==> src/hw/rtl/kss_pkg.sv <==
`default_nettype none
package kss_pkg;

  localparam int CAPACITY_DEF = 16;
  localparam int KEY_BITS_DEF = 32;

  typedef enum logic [2:0] {
    CMD_INSERT   = 3'd0,
    CMD_REMOVE   = 3'd1,
    CMD_LOOKUP   = 3'd2,
    CMD_CLEAR    = 3'd3,
    CMD_WALK_OLD = 3'd4,
    CMD_WALK_NEW = 3'd5
  } cmd_t;

  typedef struct packed {
    logic [2:0]  cmd;
    logic [31:0] key;
    logic        replace;
  } in_word_t;

  typedef struct packed {
    logic        ok;
    logic [3:0]  slot;
    logic [31:0] entry_key;
    logic [4:0]  entries;
    logic        last;
  } out_word_t;

  typedef enum logic [3:0] {
    ST_IDLE,
    ST_FIND_HOME,
    ST_FIND_GRP,
    ST_UNLINK,
    ST_DROP,
    ST_PROBE,
    ST_LINK,
    ST_APPEND,
    ST_CLEAR,
    ST_WALK,
    ST_RESULT
  } state_t;

  // controller to datapath
  typedef struct packed {
    logic load;
    logic find_start;
    logic find_step;
    logic unlink;
    logic drop_step;
    logic probe_start;
    logic probe_step;
    logic link;
    logic append_step;
    logic clear_all;
    logic walk_start;
    logic walk_step;
    logic res_load;
    logic res_walk;
  } ctl_t;

  // datapath to controller
  typedef struct packed {
    logic home_hit;
    logic grp_hit;
    logic grp_end;
    logic drop_done;
    logic probe_free;
    logic probe_end;
    logic full;
    logic append_done;
    logic need_group;
    logic empty;
    logic walk_last;
    logic found;
  } sts_t;

endpackage
`default_nettype wire

==> src/hw/rtl/kss_datapath.sv <==
`default_nettype none
module kss_datapath #(
  parameter int CAPACITY = kss_pkg::CAPACITY_DEF,
  parameter int KEY_BITS = kss_pkg::KEY_BITS_DEF
) (
  input  wire              clk,
  input  wire              rst_n,
  input  kss_pkg::in_word_t in_word,
  input  kss_pkg::ctl_t    ctl,
  output kss_pkg::sts_t    sts,
  output kss_pkg::out_word_t res
);
  import kss_pkg::*;

  localparam int SW = $clog2(CAPACITY);
  localparam int CW = $clog2(CAPACITY + 1);
  localparam logic [SW:0] NONE = (SW+1)'(CAPACITY);
  localparam logic [SW-1:0] TOP = SW'(CAPACITY - 1);

  logic [CAPACITY-1:0] live_r;
  logic [KEY_BITS-1:0] slot_key_r [CAPACITY];
  logic [SW-1:0] prev_r [CAPACITY];
  logic [SW-1:0] next_r [CAPACITY];
  logic [SW:0]   head_r [CAPACITY];
  logic [SW:0]   link_r [CAPACITY];
  logic [SW-1:0] oldest_r, newest_r;
  logic [CW-1:0] count_r;

  logic [KEY_BITS-1:0] key_r;
  logic [31:0]         echo_r;
  logic [SW-1:0]       home_r;
  logic [SW:0]         cur_r;     // group walker / found slot
  logic [SW:0]         prv_r;
  logic [SW-1:0]       pos_r;     // probe / walk / target slot
  logic [CW-1:0]       cnt_r;
  logic                hit_r;
  out_word_t           res_r;

  logic [SW-1:0] cs, tgt_home, nxt_pos;
  assign cs = cur_r[SW-1:0];
  assign nxt_pos = (pos_r == TOP) ? '0 : pos_r + 1'b1;

  function automatic logic [SW-1:0] home_of(input logic [KEY_BITS-1:0] k);
    return SW'(k % CAPACITY);
  endfunction

  assign tgt_home = home_of(slot_key_r[cs]);

  assign sts.home_hit    = live_r[home_r] && slot_key_r[home_r] == key_r;
  assign sts.grp_hit     = !cur_r[SW] && live_r[cs] && slot_key_r[cs] == key_r;
  assign sts.grp_end     = cur_r[SW] || cnt_r == CW'(CAPACITY);
  assign sts.drop_done   = cur_r[SW] || cnt_r == CW'(CAPACITY) || cur_r == {1'b0, pos_r};
  assign sts.probe_free  = !live_r[pos_r];
  assign sts.probe_end   = cnt_r == CW'(CAPACITY - 1);
  assign sts.full        = count_r == CW'(CAPACITY);
  assign sts.append_done = cur_r[SW] || link_r[cs] >= NONE || cnt_r == CW'(CAPACITY);
  assign sts.need_group  = pos_r != home_r;
  assign sts.empty       = count_r == '0;
  assign sts.walk_last   = cnt_r == count_r - 1'b1;
  assign sts.found       = hit_r;

  // unlink of slot cs, shared by remove, replace and clear
  logic [SW-1:0] up, un;
  assign up = prev_r[cs];
  assign un = next_r[cs];

  always_ff @(posedge clk) begin
    if (!rst_n) begin
      live_r   <= '0;
      oldest_r <= '0;
      newest_r <= '0;
      count_r  <= '0;
      for (int i = 0; i < CAPACITY; i++) head_r[i] <= NONE;
    end else begin
      if (ctl.load) begin
        key_r  <= KEY_BITS'(in_word.key);
        echo_r <= in_word.key;
        home_r <= home_of(KEY_BITS'(in_word.key));
        hit_r  <= 1'b0;
      end
      if (ctl.find_start) begin
        if (sts.home_hit) begin
          cur_r <= {1'b0, home_r};
          pos_r <= home_r;
          hit_r <= 1'b1;
        end else begin
          cur_r <= head_r[home_r];
          cnt_r <= '0;
        end
      end
      if (ctl.find_step) begin
        if (sts.grp_hit) begin
          hit_r <= 1'b1;
          pos_r <= cs;
        end else begin
          cur_r <= link_r[cs];
          cnt_r <= cnt_r + 1'b1;
        end
      end
      if (ctl.unlink) begin
        live_r[cs] <= 1'b0;
        if (count_r == CW'(1)) begin
          oldest_r <= '0;
          newest_r <= '0;
        end else begin
          if (oldest_r == cs) oldest_r <= un;
          if (newest_r == cs) newest_r <= up;
        end
        next_r[up] <= un;
        prev_r[un] <= up;
        count_r <= count_r - 1'b1;
        // set up group drop of cs from its home group
        pos_r <= cs;
        home_r <= tgt_home;
        prv_r <= NONE;
        cnt_r <= '0;
        cur_r <= head_r[tgt_home];
      end
      if (ctl.drop_step) begin
        if (cur_r == {1'b0, pos_r}) begin
          if (prv_r[SW]) head_r[home_r] <= link_r[cs];
          else link_r[prv_r[SW-1:0]] <= link_r[cs];
        end else if (!sts.drop_done) begin
          prv_r <= cur_r;
          cur_r <= link_r[cs];
          cnt_r <= cnt_r + 1'b1;
        end
      end
      if (ctl.probe_start) begin
        home_r <= home_of(key_r);
        pos_r  <= home_of(key_r);
        cnt_r  <= '0;
      end
      if (ctl.probe_step) begin
        pos_r <= nxt_pos;
        cnt_r <= cnt_r + 1'b1;
      end
      if (ctl.link) begin
        hit_r <= 1'b1;
        live_r[pos_r] <= 1'b1;
        slot_key_r[pos_r] <= key_r;
        link_r[pos_r] <= NONE;
        if (count_r == '0) begin
          oldest_r <= pos_r;
          newest_r <= pos_r;
          prev_r[pos_r] <= pos_r;
          next_r[pos_r] <= pos_r;
        end else begin
          prev_r[pos_r] <= newest_r;
          next_r[pos_r] <= oldest_r;
          next_r[newest_r] <= pos_r;
          prev_r[oldest_r] <= pos_r;
          newest_r <= pos_r;
        end
        count_r <= count_r + 1'b1;
        cur_r <= head_r[home_r];
        cnt_r <= '0;
        if (pos_r != home_r && head_r[home_r] >= NONE) head_r[home_r] <= {1'b0, pos_r};
      end
      if (ctl.append_step) begin
        if (sts.append_done) begin
          if (!cur_r[SW]) link_r[cs] <= {1'b0, pos_r};
        end else begin
          cur_r <= link_r[cs];
          cnt_r <= cnt_r + 1'b1;
        end
      end
      if (ctl.clear_all) begin
        cur_r <= {1'b0, oldest_r};
      end
      if (ctl.walk_start) begin
        pos_r <= (in_word.cmd == CMD_WALK_OLD) ? oldest_r : newest_r;
        cnt_r <= '0;
      end
      if (ctl.walk_step) begin
        pos_r <= (in_word.cmd == CMD_WALK_OLD) ? next_r[pos_r] : prev_r[pos_r];
        cnt_r <= cnt_r + 1'b1;
      end
      if (ctl.res_load) begin
        res_r.ok        <= hit_r || in_word.cmd == CMD_CLEAR;
        res_r.slot      <= hit_r ? 4'(pos_r) : '0;
        res_r.entry_key <= echo_r;
        res_r.entries   <= 5'(count_r);
        res_r.last      <= 1'b1;
      end
      if (ctl.res_walk) begin
        res_r.ok        <= 1'b1;
        res_r.slot      <= 4'(pos_r);
        res_r.entry_key <= 32'(slot_key_r[pos_r]);
        res_r.entries   <= 5'(count_r);
        res_r.last      <= sts.walk_last;
      end
    end
  end

  // hit_r for results: set from controller paths via found slot kept in pos_r
  assign res = res_r;

endmodule
`default_nettype wire

==> src/hw/rtl/kss_ctrl.sv <==
`default_nettype none
module kss_ctrl (
  input  wire               clk,
  input  wire               rst_n,
  input  wire               in_valid,
  output logic              in_stall,
  input  kss_pkg::in_word_t in_word,
  output logic              out_valid,
  input  wire               out_stall,
  input  kss_pkg::sts_t     sts,
  output kss_pkg::ctl_t     ctl
);
  import kss_pkg::*;

  state_t state_r, state_nxt;
  logic   ov_r, ov_nxt;
  logic   walk_r, walk_nxt;
  logic   rem_r, rem_nxt;   // removal is the whole command
  logic   ins_r, ins_nxt;   // insert command; the insert follows any removal
  cmd_t   cmd;
  logic   slot_free;

  assign cmd = cmd_t'(in_word.cmd);
  assign slot_free = !ov_r || !out_stall;

  always_ff @(posedge clk) begin
    if (!rst_n) begin
      state_r <= ST_IDLE;
      ov_r    <= 1'b0;
      walk_r  <= 1'b0;
      rem_r   <= 1'b0;
      ins_r   <= 1'b0;
    end else begin
      state_r <= state_nxt;
      ov_r    <= ov_nxt;
      walk_r  <= walk_nxt;
      rem_r   <= rem_nxt;
      ins_r   <= ins_nxt;
    end
  end

  assign out_valid = ov_r;

  always_comb begin
    state_nxt = state_r;
    ov_nxt    = ov_r && out_stall;
    walk_nxt  = walk_r;
    rem_nxt   = rem_r;
    ins_nxt   = ins_r;
    ctl       = '0;
    in_stall  = 1'b1;
    case (state_r)
      ST_IDLE: begin
        in_stall = 1'b0;
        if (in_valid) begin
          ctl.load = 1'b1;
          state_nxt = ST_FIND_HOME;
        end
      end
      ST_FIND_HOME: begin
        ins_nxt = 1'b0;
        rem_nxt = 1'b0;
        case (cmd)
          CMD_INSERT: begin
            ins_nxt = 1'b1;
            if (in_word.replace && !sts.empty) begin
              ctl.find_start = 1'b1;
              state_nxt = sts.home_hit ? ST_UNLINK : ST_FIND_GRP;
            end else state_nxt = ST_PROBE;
          end
          CMD_REMOVE, CMD_LOOKUP: begin
            rem_nxt = cmd == CMD_REMOVE;
            if (sts.empty) state_nxt = ST_RESULT;
            else begin
              ctl.find_start = 1'b1;
              state_nxt = sts.home_hit ? (rem_nxt ? ST_UNLINK : ST_RESULT) : ST_FIND_GRP;
            end
          end
          CMD_CLEAR: begin
            ctl.clear_all = 1'b1;
            state_nxt = ST_CLEAR;
          end
          CMD_WALK_OLD, CMD_WALK_NEW: begin
            if (sts.empty) state_nxt = ST_RESULT;
            else begin
              ctl.walk_start = 1'b1;
              state_nxt = ST_WALK;
            end
          end
          default: state_nxt = ST_RESULT;
        endcase
      end
      ST_FIND_GRP: begin
        if (sts.grp_hit) begin
          ctl.find_step = 1'b1;
          state_nxt = (rem_r || ins_r) ? ST_UNLINK : ST_RESULT;
        end else if (sts.grp_end) state_nxt = ins_r ? ST_PROBE : ST_RESULT;
        else ctl.find_step = 1'b1;
      end
      ST_UNLINK: begin
        ctl.unlink = 1'b1;
        state_nxt = ST_DROP;
      end
      ST_DROP: begin
        ctl.drop_step = 1'b1;
        if (sts.drop_done) begin
          if (ins_r) state_nxt = ST_PROBE;
          else if (cmd == CMD_CLEAR) begin
            ctl.clear_all = 1'b1;
            state_nxt = ST_CLEAR;
          end else state_nxt = ST_RESULT;
        end
      end
      ST_PROBE: begin
        if (sts.full) state_nxt = ST_RESULT;
        else begin
          ctl.probe_start = 1'b1;
          state_nxt = ST_LINK;
        end
      end
      ST_LINK: begin
        if (sts.probe_free) begin
          ctl.link = 1'b1;
          state_nxt = sts.need_group ? ST_APPEND : ST_RESULT;
        end else ctl.probe_step = 1'b1;
      end
      ST_APPEND: begin
        ctl.append_step = 1'b1;
        if (sts.append_done) state_nxt = ST_RESULT;
      end
      ST_CLEAR: begin
        if (sts.empty) state_nxt = ST_RESULT;
        else state_nxt = ST_UNLINK;
      end
      ST_WALK: begin
        if (slot_free) begin
          ctl.res_walk = 1'b1;
          ov_nxt = 1'b1;
          if (sts.walk_last) state_nxt = ST_IDLE;
          else ctl.walk_step = 1'b1;
        end
      end
      ST_RESULT: begin
        if (slot_free) begin
          ctl.res_load = 1'b1;
          ov_nxt = 1'b1;
          state_nxt = ST_IDLE;
        end
      end
      default: state_nxt = ST_IDLE;
    endcase
  end

endmodule
`default_nettype wire

==> src/hw/rtl/keyed_slot_store.sv <==
`default_nettype none
// channel  ports                          word
// in       in_valid, in_stall, in_data    in_word_t (cmd, key, replace)
// out      out_valid, out_stall, out_data out_word_t (ok, slot, entry_key, entries, last)
// probe, group search, group drop and group append visit one slot a cycle; an insert with
// replace searches, unlinks, drops, probes and appends, a remove searches, unlinks and
// drops, clear unlinks and drops each entry, a walk one entry a cycle unless stalled
// reset is synchronous; after it the table is empty and ready at once
// an output stall holds the result register and the sequencer behind it
module keyed_slot_store #(
  parameter int CAPACITY = kss_pkg::CAPACITY_DEF,
  parameter int KEY_BITS = kss_pkg::KEY_BITS_DEF
) (
  input  wire                 clk,
  input  wire                 rst_n,
  input  wire                 in_valid,
  output logic                in_stall,
  input  kss_pkg::in_word_t   in_data,
  output logic                out_valid,
  input  wire                 out_stall,
  output kss_pkg::out_word_t  out_data
);
  import kss_pkg::*;

  sts_t  sts, sts_dp;
  ctl_t  ctl;
  in_word_t word_r;
  out_word_t res;

  always_ff @(posedge clk) begin
    if (ctl.load) word_r <= in_data;
  end

  always_comb begin
    sts_dp = sts;
  end

  kss_ctrl u_ctrl (
    .clk, .rst_n, .in_valid, .in_stall, .in_word(ctl.load ? in_data : word_r),
    .out_valid, .out_stall, .sts(sts_dp), .ctl
  );

  kss_datapath #(.CAPACITY(CAPACITY), .KEY_BITS(KEY_BITS)) u_dp (
    .clk, .rst_n, .in_word(ctl.load ? in_data : word_r), .ctl, .sts, .res
  );

  assign out_data = res;

`ifndef SYNTHESIS
  a_full_cap: assert property (@(posedge clk) disable iff (!rst_n)
    !(sts.full && ctl.link)) else $error("link into full table");
  a_busy: assert property (@(posedge clk) disable iff (!rst_n)
    ctl.load |=> in_stall) else $error("accepted during command");
  a_walk_out: assert property (@(posedge clk) disable iff (!rst_n)
    ctl.res_walk |=> out_valid) else $error("walk word lost");
`endif

endmodule
`default_nettype wire
==> config.mk <==
export PLATFORM = sky130hd
export DESIGN_NAME = keyed_slot_store
export DESIGN_NICKNAME = d
export VERILOG_FILES = /design/src/hw/rtl/kss_pkg.sv /design/src/hw/rtl/kss_datapath.sv /design/src/hw/rtl/kss_ctrl.sv /design/src/hw/rtl/keyed_slot_store.sv
export SDC_FILE = /design/constraint.sdc
export NUM_CORES = 2
export LEC_CHECK = 0
export BUFFER_PORTS_ARGS = -buffer_cell sky130_fd_sc_hd__buf_4
export CORE_UTILIZATION = 45
export CTS_BUF_LIST = sky130_fd_sc_hd__clkbuf_8
export CTS_CLUSTER_DIAMETER = 40
export DETAILED_ROUTE_END_ITERATION = 8
export GPL_TIMING_DRIVEN = 0
export HOLD_SLACK_MARGIN = 0.1
export PLACE_DENSITY = 0.71
export SETUP_SLACK_MARGIN = 0.4
export SYNTH_ARGS = -nofsm -noshare
export SYNTH_HDL_FRONTEND = slang
export SYNTH_SLANG_ARGS = --single-unit
==> constraint.sdc <==
create_clock -name clk -period 10.6 [get_ports clk]
set_input_delay 2.12 -clock clk [delete_from_list [all_inputs] [get_ports clk]]
set_output_delay 2.12 -clock clk [all_outputs]
set_load 0.005 [all_outputs]
## Word-level counts from Yosys, hierarchy flattened

Memories as Yosys holds them, arrays and structs flattened. A register that Yosys moved wholly into a read port is not among the register bits.
Index checks and enable logic that the tools add are counted.

- Memories: 5
- Memory bits (writable): 800
- Output and inout port bits: 45
- Logic and storage cells: 316
- Input bits: 40
- Flip-flop bits (word level): 171

- Magnitude comparators: 7
- Bitwise gates (word level): 6
- Reduce and logical (&&, ||, !) cells: 39
- Multiplexer cells: 197
- $add $sub $neg: 4
- Equality and inequality tests: 34

Memories:

| name | words | width | read ports | clocked after Yosys merged registers in | wr ports | line | text |
|---|---|---|---|---|---|---|---|
| u_dp.slot_key_r | 16 | 32 | 3 | 3 | 1 | kss_datapath.sv:21 | `logic [KEY_BITS-1:0] slot_key_r [CAPACITY];` |
| u_dp.head_r | 16 | 5 | 2 | 1 | 16 | kss_datapath.sv:24 | `logic [SW:0] head_r [CAPACITY];` |
| u_dp.link_r | 16 | 5 | 1 | 1 | 1 | kss_datapath.sv:25 | `logic [SW:0] link_r [CAPACITY];` |
| u_dp.next_r | 16 | 4 | 2 | 2 | 2 | kss_datapath.sv:23 | `logic [SW-1:0] next_r [CAPACITY];` |
| u_dp.prev_r | 16 | 4 | 2 | 2 | 2 | kss_datapath.sv:22 | `logic [SW-1:0] prev_r [CAPACITY];` |

Operators with widths:

| kind | count |
|---|---|
| $mux W4 | 63 |
| $mux W5 | 36 |
| $mux W1 | 80 |
| $eq A32 B32 Y1 | 2 |
| $mux W16 | 3 |
| $pmux W4 S11 | 1 |
| $mux W43 | 1 |
| $mux W42 | 1 |
| $mux W36 | 1 |
| $and A16 B16 Y16 | 1 |
| $eq A4 B3 Y1 const B | 4 |
| $eq A4 B4 Y1 const B | 4 |
| $not A16 Y16 | 1 |
| $or A16 B16 Y16 | 1 |
| $pmux W4 S4 | 1 |
| $lt A4 B5 Y1 const B | 3 |
| $reduce_or A5 Y1 | 3 |
| $bmux W1 S4 | 3 |
| $add A5 B1 Y5 const B | 2 |
| $eq A5 B5 Y1 const B | 2 |
| $ge A5 B5 Y1 const B | 2 |
| $ne A2 B2 Y1 const B | 5 |
| $demux W1 S4 | 2 |
| $eq A4 B2 Y1 const B | 2 |
| 29 further kinds | 63 |

## Depth between registers and ports, before layout

- Word-level depth: 21
- Gate-level depth with buffers: 18
- Gate-level depth less buffers: 13

## By module

A second synthesis with hierarchy kept.

- Cells, all modules: 4,153
- Area total of the unflattened synthesis: 56,449.1 sq um

Modules (own cells, without submodules):

| module | instances | sequential area each (sq um) | cells each | area an instance (sq um) |
|---|---|---|---|---|
| kss_datapath | 1 | 27,656.5 | 3,965 | 54,332.1 |
| keyed_slot_store | 1 | 720.7 | 76 | 1,310.0 |
| kss_ctrl | 1 | 140.1 | 112 | 807.0 |

## Worst setup path before layout

No wires, ideal clock.

- Path kind: input port to flip-flop
- From: input rst_n
- To: register u_dp.res_r, in the netlist u_dp.res[0] (enable)
- Setup time: 0.443 ns
- Arrival: 4.523 ns
- Stages on the path: 4
- Required time: 10.157 ns
- Buffers on the path: 2
- Slack: 5.633 ns
- Cells stage by stage: clkbuf_1 -> clkbuf_1 -> nand2_1 -> nor2_1

- Longest elaborated chain between the ends: 1

RTL lines:

| what | line | text |
|---|---|---|
| from (decl) | keyed_slot_store.sv:15 | `input wire rst_n,` |
| $reduce_and A2 Y1 (no source line) | -- |  |
| to (decl) | kss_datapath.sv:37 | `out_word_t res_r;` |

Every way passes these cells.
A chain may end at the register's enable or synchronous reset.

==> metrics.md <==
| Metric | Value |
|---|---|
| Synth Area in Simple Gates | 7.29% |
| Worst skew pair latency | 0.98 ns |
| Final worst path period share | 65.3% |
| Pre-CTS WS | 4.04 ns |
| Failing checks | max-capacitance violations, max-slew violations |
| Crit Path Class | flop to flop |
| Die Span X | 348 µm |
| Die ar. | 121000 µm² |
| Reg2Reg Depth | 13 |
| Clock root buffer | clkbuf_8 |
| Setup slack after layout | 3.68 ns |
| Hpwl dp | 147000 µm |
| HP Start | u_dp.count_r[2]$_SDFFE_PN0P_ |
| WP data required | 11.16 ns |
| R2R setup slack | 3.68 ns |
| Mux share of post-synthesis cell area | 27.5% |
| Reg clk slew, reported paths | 0.06 ns |
| Synth Register Bits | 983 |
| Max Cap Violations | 4 |
| Num rows | 126 |
| Synth Area in Compound Gates | 7.12% |
| GP Congestion | 1.08 |
| I/O pin cnt | 85 |
| Vias in the first global route | 38500 |
| Buffers added on ports | 84 |
| Cells after Synth | 3711 |
| Fin Setup TNS | 0 ns |
| Final Hold Vio Count | 0 |
| CTS Sinks | 983 |
| Post-synthesis adder-cell area fraction | 0.232% |
| RSZ-0062 raised after global routing | false |
| Post-CTS sizing | 0 |
| Slew HR | -13.7% |
| GRT overflow | 0 |
| Initial antenna violation count | 10 |
| Mapped Avg Cell Area | 14.5 µm² |
| Starting DRT DRC Count | 7850 |
| Area delta synth->final | 12.7% |
| Syn. warnings | 0 |
| Skew final | 0.0491 ns |
| CTS Buffer Depth | 3 |
| Status | finished with violations |
| Post-route ant nets | 0 |
| Largest net degree at the start of global routing | 34 |
| XOR/XNOR Fraction of Synth Area | 1.72% |
| Pleak | 20.7 nW |
| Async S/R FF share, synth | 0% |
| Slew @ Worst Pin | 1.70 ns |
| Drt pass-1 iters | 7 |
| CTS Hold Bufs | 0 |
| Most used DFF post-synth | edfxtp_1 |
| Routed WL | 216000 µm |
| Count of final max-slew check failures | 23 |
| Largest family of logic cells by synthesized area | multiplexers |
| Share of cells above drive strength 1 | 27.3% |
| Reg-to-reg endpoint | u_dp.prev_r[4][2]$_DFFE_PP_ |
| Post CTS Setup Buffer Count | 0 |
| Netlist cell types | 90 |
| Routed length per instance | 37.5 µm |
| Maximum vdd drop | 0.181 mV |
| Critical path data arrival time | 7.48 ns |
| Fmax | 0.144 GHz |
| GRT Util Overall | 35.1% |
| Initial core utilization | 45.5% |
| Syn Nets | 3761 |
| CORE AREA | 118000 µm² |
| CP Capture Type | flop |
| CP max FO | 10 |
| Die Y | 348 µm |
| Fin util | 51.3% |
| DR vias | 40500 |
| Mapped cell area | 53900 µm² |
| Endpoints failing setup | 0 |
| Sequential area share after synthesis | 53.2% |
| Startpoint type of the worst setup path | flop |
| HP Class | flop to flop |
| CTS H-tree depth | 4 |
| Layout Nets | 4037 |
| Num CTS Buffers | 181 |
| Tmin final | 6.92 ns |
| Post-synth EDFFs | 899 |
| CTS tree | yes |
| Post-route DRC | 0 |
| Pwr/cell area | 304 nW/µm² |
| First-pass GRT wire length | 294000 µm |
| Critical path capture point | u_dp.prev_r[4][2]$_DFFE_PP_ |
| Via density | 7.05 |
## worst min path at each step
| stage | to | cells after the start |
|---|---|---|
| detailed placement | u_dp.res[3]$_DFFE_PP_ | 0 |
| global route | u_dp.res[3]$_DFFE_PP_ | 0 |
| CTS | u_dp.res[3]$_DFFE_PP_ | 0 |
| global placement | u_dp.res[3]$_DFFE_PP_ | 0 |
| floorplan | u_dp.res[3]$_DFFE_PP_ | 0 |
| finish | u_dp.res[3]$_DFFE_PP_ | 0 |
## registers in the layout, summed over array words and instances, names as in the netlist, 4 cells and up, named ones only
signal,flops
u_dp.slot_key_r,512
u_dp.head_r,80
u_dp.link_r,80
u_dp.next_r,64
u_dp.prev_r,64
u_dp.res,43
word_r,36
u_dp.key_r,32
u_dp.live_r,16
u_dp.cnt_r,5
u_dp.count_r,5
u_dp.cur_r,5
u_dp.prv_r,5
u_ctrl.state_r,4
u_dp.home_r,4
u_dp.newest_r,4
u_dp.oldest_r,4
u_dp.pos_r,4
## final cells by class
class	instances	area, µm²
sequential	983	28700
multi-input combinational	2399	23700
clock buffer	200	2750
antenna	5	12.5
buffer	288	1410
timing repair buffer	93	826
tap	1600	2000
inverter	41	154
fill	9977	57700
clock inverter	136	1170
## routing by layer
metal / part of all wire, % / global-route usage (%)
met5: 0.13 / 1.12
met4: 7.3 / 21.4
met3: 15 / 13.0
met2: 43 / 51.8
met1: 34 / 44.0
## cell families after synthesis
| kind of cell | Yosys count |
|---|---|
| DFF | 983 |
| muxes | 874 |
| and+or+nand+nor | 838 |
| AOI/OAI and AO/OA | 571 |
| buffers and inverters | 329 |
| xor gates and xnor gates | 106 |
| adders and majority gates | 10 |
## placed cells by master, fill, tap and decap left out, types with 34 or more instances in the layout
master	n
a21oi_1	67
a22oi_1	59
buf_2	80
buf_4	112
clkbuf_1	136
clkbuf_8	200
clkinv_1	34
dfxtp_1	84
edfxtp_1	899
inv_1	67
mux2_2	107
mux2i_1	293
mux4_2	471
nand2_1	312
nand2b_1	36
nand3_1	62
nor2_1	213
o21ai_0	184
xnor2_1	57
xor2_1	49
## where the power goes
part	switching (mW)	leakage, nW	internal, mW	total (mW)
Clock	1.78	2.10	2.20	3.98
Combinational	6.14	9.77	3.30	9.44
Sequential	0.213	8.85	4.83	5.04
## critical path: stages (launching register included)
cell,delay [ns]
dfxtp_1,0.30
buf_4,0.24
buf_4,0.30
buf_4,0.38
buf_2,0.52
buf_2,0.63
buf_2,0.55
buf_2,0.50
buf_1,0.76
mux4_2,0.45
mux4_2,0.55
nand2_1,0.20
nand4_1,0.29
o21ai_0,0.76
## through the flow
stage / cells / hold slack, ns / power (mW) / cell area [µm²]
3_5_place_dp: 5404 / 0.429 / 14.0 / 56800
6_report: 5745 / 0.468 / 18.5 / 60700
2_1_floorplan: 3711 / 0.406 / 10.6 / 53900
4_1_cts: 5740 / 0.452 / 17.9 / 60700
5_1_grt: 5743 / 0.470 / 18.7 / 60700
3_3_place_gp: 5395 / 0.446 / 13.9 / 56500
## cells in the mapped netlist (all sizes together), types with 49 or more instances
cell	n	area, µm²
mux2i	293	2930
xor2	49	429
edfxtp	899	27000
mux4	474	10700
a22oi	59	443
mux2	107	1200
clkbuf	140	526
a21oi	67	335
o21ai	192	961
dfxtp	84	1680
buf	148	873
nand2	313	1180
nor2	218	823
xnor2	57	499
nand3	62	310
Power figures use the tool's default switching activity.
